<file path="config.mk">
export PLATFORM = sky130hd
export DESIGN_NAME = lfat_front
export DESIGN_NICKNAME = d
export VERILOG_FILES = /design/src/hdl/lfat_pkg.sv /design/src/hdl/lfat_front.sv
export SDC_FILE = /design/constraint.sdc
export NUM_CORES = 1
export LEC_CHECK = 0
export BUFFER_PORTS_ARGS = -buffer_cell sky130_fd_sc_hd__buf_2
export CAP_MARGIN = 20
export CORE_AREA = 2 2 106 108
export DETAILED_ROUTE_END_ITERATION = 12
export DIE_AREA = 0 0 108 110
export PLACE_DENSITY = 0.76
export SYNTH_ARGS = -nofsm -noshare
export SYNTH_HDL_FRONTEND = slang
export SYNTH_SLANG_ARGS = --single-unit
</file>
<file path="constraint.sdc">
create_clock -name clk -period 2.7 [get_ports clk]
set_input_delay 0.27 -clock clk [delete_from_list [all_inputs] [get_ports clk]]
set_output_delay 0.27 -clock clk [all_outputs]
set_load 0.01 [all_outputs]
</file>
<file path="src/hdl/lfat_pkg.sv">
// ----------------------------------------------------------------------------
// lfat_pkg
// Shared types and constants of the flow aging table: channel words,
// the queued command word, opcodes, causes and defaults.
// ----------------------------------------------------------------------------
package lfat_pkg;

  localparam int ENTRIES_DEF     = 64;
  localparam int KEY_BITS_DEF    = 32;
  localparam int TIME_BITS_DEF   = 32;

  localparam int KEY_FIELD_BITS  = 32;
  localparam int TIME_FIELD_BITS = 32;
  localparam int CFG_BITS        = 32;

  localparam logic [CFG_BITS-1:0] TIMEOUT_RESET = 32'd60;

  localparam logic OP_TOUCH = 1'b0;
  localparam logic OP_SWEEP = 1'b1;

  localparam logic CAUSE_EXPIRED = 1'b0;
  localparam logic CAUSE_EVICTED = 1'b1;

  localparam int QUEUE_DEPTH = 2;

  typedef struct packed {
    logic                       opcode;
    logic [KEY_FIELD_BITS-1:0]  flow_key;
    logic [TIME_FIELD_BITS-1:0] now_seconds;
  } in_item_t;

  typedef struct packed {
    logic [KEY_FIELD_BITS-1:0] removed_key;
    logic                      cause;
    logic                      last;
  } out_item_t;

  typedef struct packed {
    logic                       is_sweep;
    logic [KEY_FIELD_BITS-1:0]  key;
    logic [TIME_FIELD_BITS-1:0] now;
  } cmd_t;

endpackage

</file>
<file path="src/hdl/lfat_front.sv">
// ----------------------------------------------------------------------------
// lfat_front
// Input side: accepts words, decodes the opcode into a command and holds
// commands in a short queue until the table engine takes them.
// ----------------------------------------------------------------------------
module lfat_front (
  input  logic             clk,
  input  logic             rst_n,
  input  logic             in_valid,
  output logic             in_ready,
  input  lfat_pkg::in_item_t in_item,
  output logic             cmd_valid,
  input  logic             cmd_ready,
  output lfat_pkg::cmd_t   cmd
);
  import lfat_pkg::*;

  localparam int PTR_BITS = (QUEUE_DEPTH > 1) ? $clog2(QUEUE_DEPTH) : 1;
  localparam int CNT_BITS = $clog2(QUEUE_DEPTH + 1);

  cmd_t                q_mem_r [QUEUE_DEPTH];
  logic [PTR_BITS-1:0] wr_ptr_r, wr_ptr_nxt;
  logic [PTR_BITS-1:0] rd_ptr_r, rd_ptr_nxt;
  logic [CNT_BITS-1:0] fill_r, fill_nxt;
  logic                push, pop;
  cmd_t                new_cmd;

  assign in_ready  = (fill_r != CNT_BITS'(QUEUE_DEPTH));
  assign cmd_valid = (fill_r != '0);
  assign cmd       = q_mem_r[rd_ptr_r];
  assign push      = in_valid && in_ready;
  assign pop       = cmd_valid && cmd_ready;

  always_comb begin
    new_cmd.is_sweep = (in_item.opcode == OP_SWEEP);
    new_cmd.key      = in_item.flow_key;
    new_cmd.now      = in_item.now_seconds;
  end

  always_comb begin
    wr_ptr_nxt = wr_ptr_r;
    rd_ptr_nxt = rd_ptr_r;
    fill_nxt   = fill_r;
    if (push) begin
      wr_ptr_nxt = (wr_ptr_r == PTR_BITS'(QUEUE_DEPTH - 1)) ? '0 : wr_ptr_r + 1'b1;
    end
    if (pop) begin
      rd_ptr_nxt = (rd_ptr_r == PTR_BITS'(QUEUE_DEPTH - 1)) ? '0 : rd_ptr_r + 1'b1;
    end
    if (push && !pop) begin
      fill_nxt = fill_r + 1'b1;
    end else if (pop && !push) begin
      fill_nxt = fill_r - 1'b1;
    end
  end

  always_ff @(posedge clk) begin
    if (!rst_n) begin
      wr_ptr_r <= '0;
      rd_ptr_r <= '0;
      fill_r   <= '0;
    end else begin
      wr_ptr_r <= wr_ptr_nxt;
      rd_ptr_r <= rd_ptr_nxt;
      fill_r   <= fill_nxt;
    end
  end

  always_ff @(posedge clk) begin
    if (push) begin
      q_mem_r[wr_ptr_r] <= new_cmd;
    end
  end

  a_fill_bound: assert property (@(posedge clk) disable iff (!rst_n)
    (fill_r <= CNT_BITS'(QUEUE_DEPTH)) && (cmd_valid || !pop))
    else $error("queue fill out of range or pop from empty queue");

endmodule

</file>
# Word level (Yosys, flattened, before mapping)
# Memory sizes are Yosys's and may differ from the RTL's. A register that Yosys moved wholly into a read port is not among the register bits.
# Cells that the tools add are included.
[totals] reg_bits=4 latchBits=0 ramBits=130 romBits=0 input_bits=69 out_inout_bits=67 word_cells=25 mem_count=1
[classes] add_sub_neg=4 multipliers=0 n_div=0 order_cmp=0 eq_ne=1 n_shift=0 n_mux=8 bitwise_logic=0 reduce_logical=8
[mem_list] memory="q_mem_r" words=2 width=65 rd=1 rd_ports_with_merged_regs=1 wr=1 line_no="lfat_front.sv:21" text="cmd_t q_mem_r [QUEUE_DEPTH];"
[op_table] cell="$mux 1" count=6
[op_table] cell="$logic_and 1x1->1" count=4
[op_table] cell="$mux 2" count=2
[op_table] cell="$reduce_bool 2->1" count=2
[op_table] cell="$add 1x1->1 const B" count=2
[op_table] cell="$add 2x1->2 const B" count=1
[op_table] cell="$logic_not 1->1" count=2
[op_table] cell="$ne 2x2->1 const B" count=1
[op_table] cell="$sub 2x1->2 const B" count=1

# Logic depth before layout (Yosys ltp)
[depth] word_depth=6 mapped_depth=6 ltp_nobuf=6

# Worst setup path before layout
# Ideal clock, no wire load.
[synth_path] path_kind="register -> register" from="reg fill_r[0]" to="mem q_mem_r[1][0] (netlist bit) (enable)" setup_time_ns=0.430 t_arrival_ns=2.150 required_ns=2.270 path_slack_ns=0.120 path_stages_with_launch=3 path_buffers=0 synth_period_minus_slack_ns=2.580 cell_sequence="dfxtp_1 nand2b_4 and3_1"
[synth_between] elab_chain_len=4
[synth_rtl] element="start: declaration" line_no="lfat_front.sv:24" text="logic [CNT_BITS-1:0] fill_r, fill_nxt;"
[synth_rtl] element="start signal: assignment" line_no="lfat_front.sv:65" text="fill_r <= fill_nxt;"
[synth_rtl] element="$ne 2x2->1" line_no="lfat_front.sv:28" text="assign in_ready = (fill_r != CNT_BITS'(QUEUE_DEPTH));"
[synth_rtl] element="named net in_ready" line_no="lfat_front.sv:10" text="output logic in_ready,"
[synth_rtl] element="$logic_and 1x1->1" line_no="lfat_front.sv:31" text="assign push = in_valid && in_ready;"
[synth_rtl] element="$mux 1" line_no="lfat_front.sv:70" text="if (push) begin"
[synth_rtl] element="$mux 1 (implied by the code)" line_no="lfat_front.sv:71" text="q_mem_r[wr_ptr_r] <= new_cmd;"
[synth_rtl] element="end: declaration" line_no="lfat_front.sv:21"
# The timed path passes the listed nets, and every way through them passes these cells.

==> key figures <==
Critical path
  – Worst Path Required: 2.43 ns
  – Startpoint type of the worst setup path: register
  – Worst path slowest cell: mux2_2
  – Buffers plus inverters on the worst setup path: 2
  – CP arrival: 1.76 ns
  – Crit. End Element: output port
  – Crit path kind: register to output port
  – CP delay by family, top: buffers and inverters
  – CP Cell Sequence: buf_4 -> mux2_2 -> buf_2
  – Largest stage delay, worst path: 0.40 ns
  – Crit-path max FO: 32

Drt
  – DRT Pass-1 Iters: 4
  – Detailed Route WL: 9150 um
  – Vias per cell: 4.68
  – Total number of vias: 2790
  – DR WL/cell: 15.4 um
  – Number of remaining DRC errors: 0
  – Initial drt markers: 93
  – Routed Antenna Nets: 0

STA
  – Hold Slack: 0.0493 ns
  – Setup violators final: 0
  – Final worst setup slack: 0.669 ns
  – Final period utilization: 75.2%
  – RSZ-0062 raised after global routing: no
  – Worst Skew: 0.00427 ns
  – Hold Vio Cnt, Final: 0
  – Final slew viol count: 0
  – Fmax: 492 MHz
  – Tmin final: 2.03 ns
  – Setup TNS: 0 ns
  – Worst-Margin Slew: 0.483 ns
  – Slew HR: 67.8%

CTS
  – CTS-repair resized insts: 0
  – Clock Path Buffers: 2
  – H-tree Lvls: 4
  – CTS Buf Count: 17
  – # clock sinks: 135
  – CTS tree: done
  – Skew-Pair Late Insertion Delay: 0.50 ns
  – Post-CTS Setup Bufs: 0
  – CTS root buf: clkbuf_8
  – Clock-pin slew on the worst setup and hold paths: 0.06 ns
  – CTS Hold Bufs: 65

Placement
  – Routability cong.: 0.679
  – Pre-CTS WS: 1.12 ns
  – IO buf count: 135
  – DP HPWL: 5340 um
  – Placed Instance Area: 5780 um^2

Layout
  – FF+latch area: 4010 um^2
  – Filler Cell Count: 725
  – Layout cells sized above 1: 52.0%
  – Leading cell type in the layout, fill and taps excluded: buf_2
  – N_diodes: 0
  – Layout area overhead: 42.0%
  – Most frequent cells in the layout: 135 x buf_2, 130 x edfxtp_1, 65 x mux2_2, 65 x dlygate4sd3_1, 16 x clkbuf_16
  – Multi-input combinational cell area: 872 um^2
  – Nets: 513
  – Design Area, Final: 6990 um^2

Floorplanning
  – Die area: 11900 um^2
  – Die height: 110 um
  – DIE WIDTH: 108 um
  – Core Area: 10700 um^2
  – Initial Util: 46.0%
  – # rows: 38
  – Num ports: 136

Power and ir drop
  – Reg power frac: 42.7%
  – Combinational Power Share: 23.0%
  – Net Sw Frac: 24.9%
  – Maximum vdd drop: 0.532 mV
  – P_sw: 1.57 mW
  – Internal power: 4.73 mW
  – Clk pwr share: 34.3%
  – Pleak: 2.66 nW
  – P per Cell Area: 901 nW/um^2

Global routing
  – Vias in the first global route: 2938
  – Total GRT Usage: 15.8%
  – GRT overflow: 0
  – First-pass GRT wire length: 13900 um
  – Initial antenna violation count: 0
  – Largest net degree at the start of global routing: 66

Synthesis
  – #FFs+latches synth: 135
  – Post-synthesis cell count: 226
  – Synth Area per Inst: 21.8 um^2
  – Netlist Area Pre-Place: 4930 um^2
  – Post-synthesis sequential area ratio: 81.3%
  – Distinct cells, synth: 20
  – Syn. warnings: 0
  – Post-synth net total: 296

Flow run
  – Maxcap violations: 0

Hold path
  – Hold WC Path Type: primary input to register

Outcome
  – Status: finished, final reports clean
==> power by group through the flow <==
stage / clock network (mW) / registers [mW] / logic (mW)
floorplan: 0 / 2.73 / 0.901
global placement: 0 / 2.72 / 1.37
detailed placement: 0 / 2.74 / 1.38
CTS: 2.22 / 2.70 / 1.47
global route: 2.31 / 2.72 / 1.57
finish: 2.16 / 2.69 / 1.45
==> layer usage <==
layer,GRT usage [%],routed length (um),up-vias
met4,6.68,119,0
met3,5.17,517,12
met2,28.4,4920,83
met1,17.2,3600,1365
met5,0,0,-
li1,-,-,1330
==> cell type report <==
type / instances / area share, %
Timing Repair Buffer: 205 / 19.7
Inverter: 1 / 0.0537
Sequential cell: 135 / 57.3
Clock inverter: 10 / 1.84
Tap cell: 140 / 2.50
Clock buffer: 22 / 6.19
Multi-Input combinational cell: 83 / 12.5
==> path summary, 6_finish.rpt <==
kind / start / endpoint / slack (ns) / cells past startpoint
max: register / cmd[30] / 0.67 / 3
min: rst_n / fill_r[0] / 0.05 / 2
max reg2reg: fill_r[0] / q_mem_r[1][2] / 1.12 / 3
min reg2reg: fill_r[1] / fill_r[1] / 0.55 / 2
==> per-stage QoR <==
step | std cells | utilization [%] | total power [mW]
after floorplan | 226 | - | 3.63
after global placement | 499 | 54.0 | 4.09
after detailed placement | 499 | 54.0 | 4.12
after CTS | 596 | 65.4 | 6.39
after global routing | 596 | 65.4 | 6.60
final | 596 | 65.4 | 6.30
==> registers in the layout, indices dropped and copies added, names as in the netlist, named ones only <==
name	count
wr_ptr_r	1
fill_r	2
q_mem_r	130
rd_ptr_r	1
==> cell usage after synthesis <==
cell type    n  share of area (%)
a21bo_2      1               0.20
a21boi_0     1               0.15
a21boi_1     1               0.15
and2_1       4               0.51
and3_1       1               0.13
buf_2        2               0.20
buf_4        5               0.76
dfxtp_1      5                2.0
edfxtp_1   130                 79
ha_1         1               0.25
inv_1        1              0.076
mux2_2      65                 15
nand2b_4     1               0.28
nand3b_1     1               0.15
o21ai_0      1               0.10
o21ai_1      1               0.10
or2_2        1               0.13
or3_1        1               0.13
xnor2_1      2               0.36
xor2_1       1               0.18
==> kinds of logic (layout without fill, tap and decap cells) <==
group           Yosys count  in the layout  share of synthesized area, %
xor+xnor                  3              3                         0.533
mux                      65             65                          14.9
flops                   135            135                          81.3
compound gates            5              5                         0.711
buf+inv                   8            238                          1.04
simple gates              9              9                          1.32
fa+ha+maj                 1              1                         0.254
No activity file was read; power rests on OpenSTA's default activity.
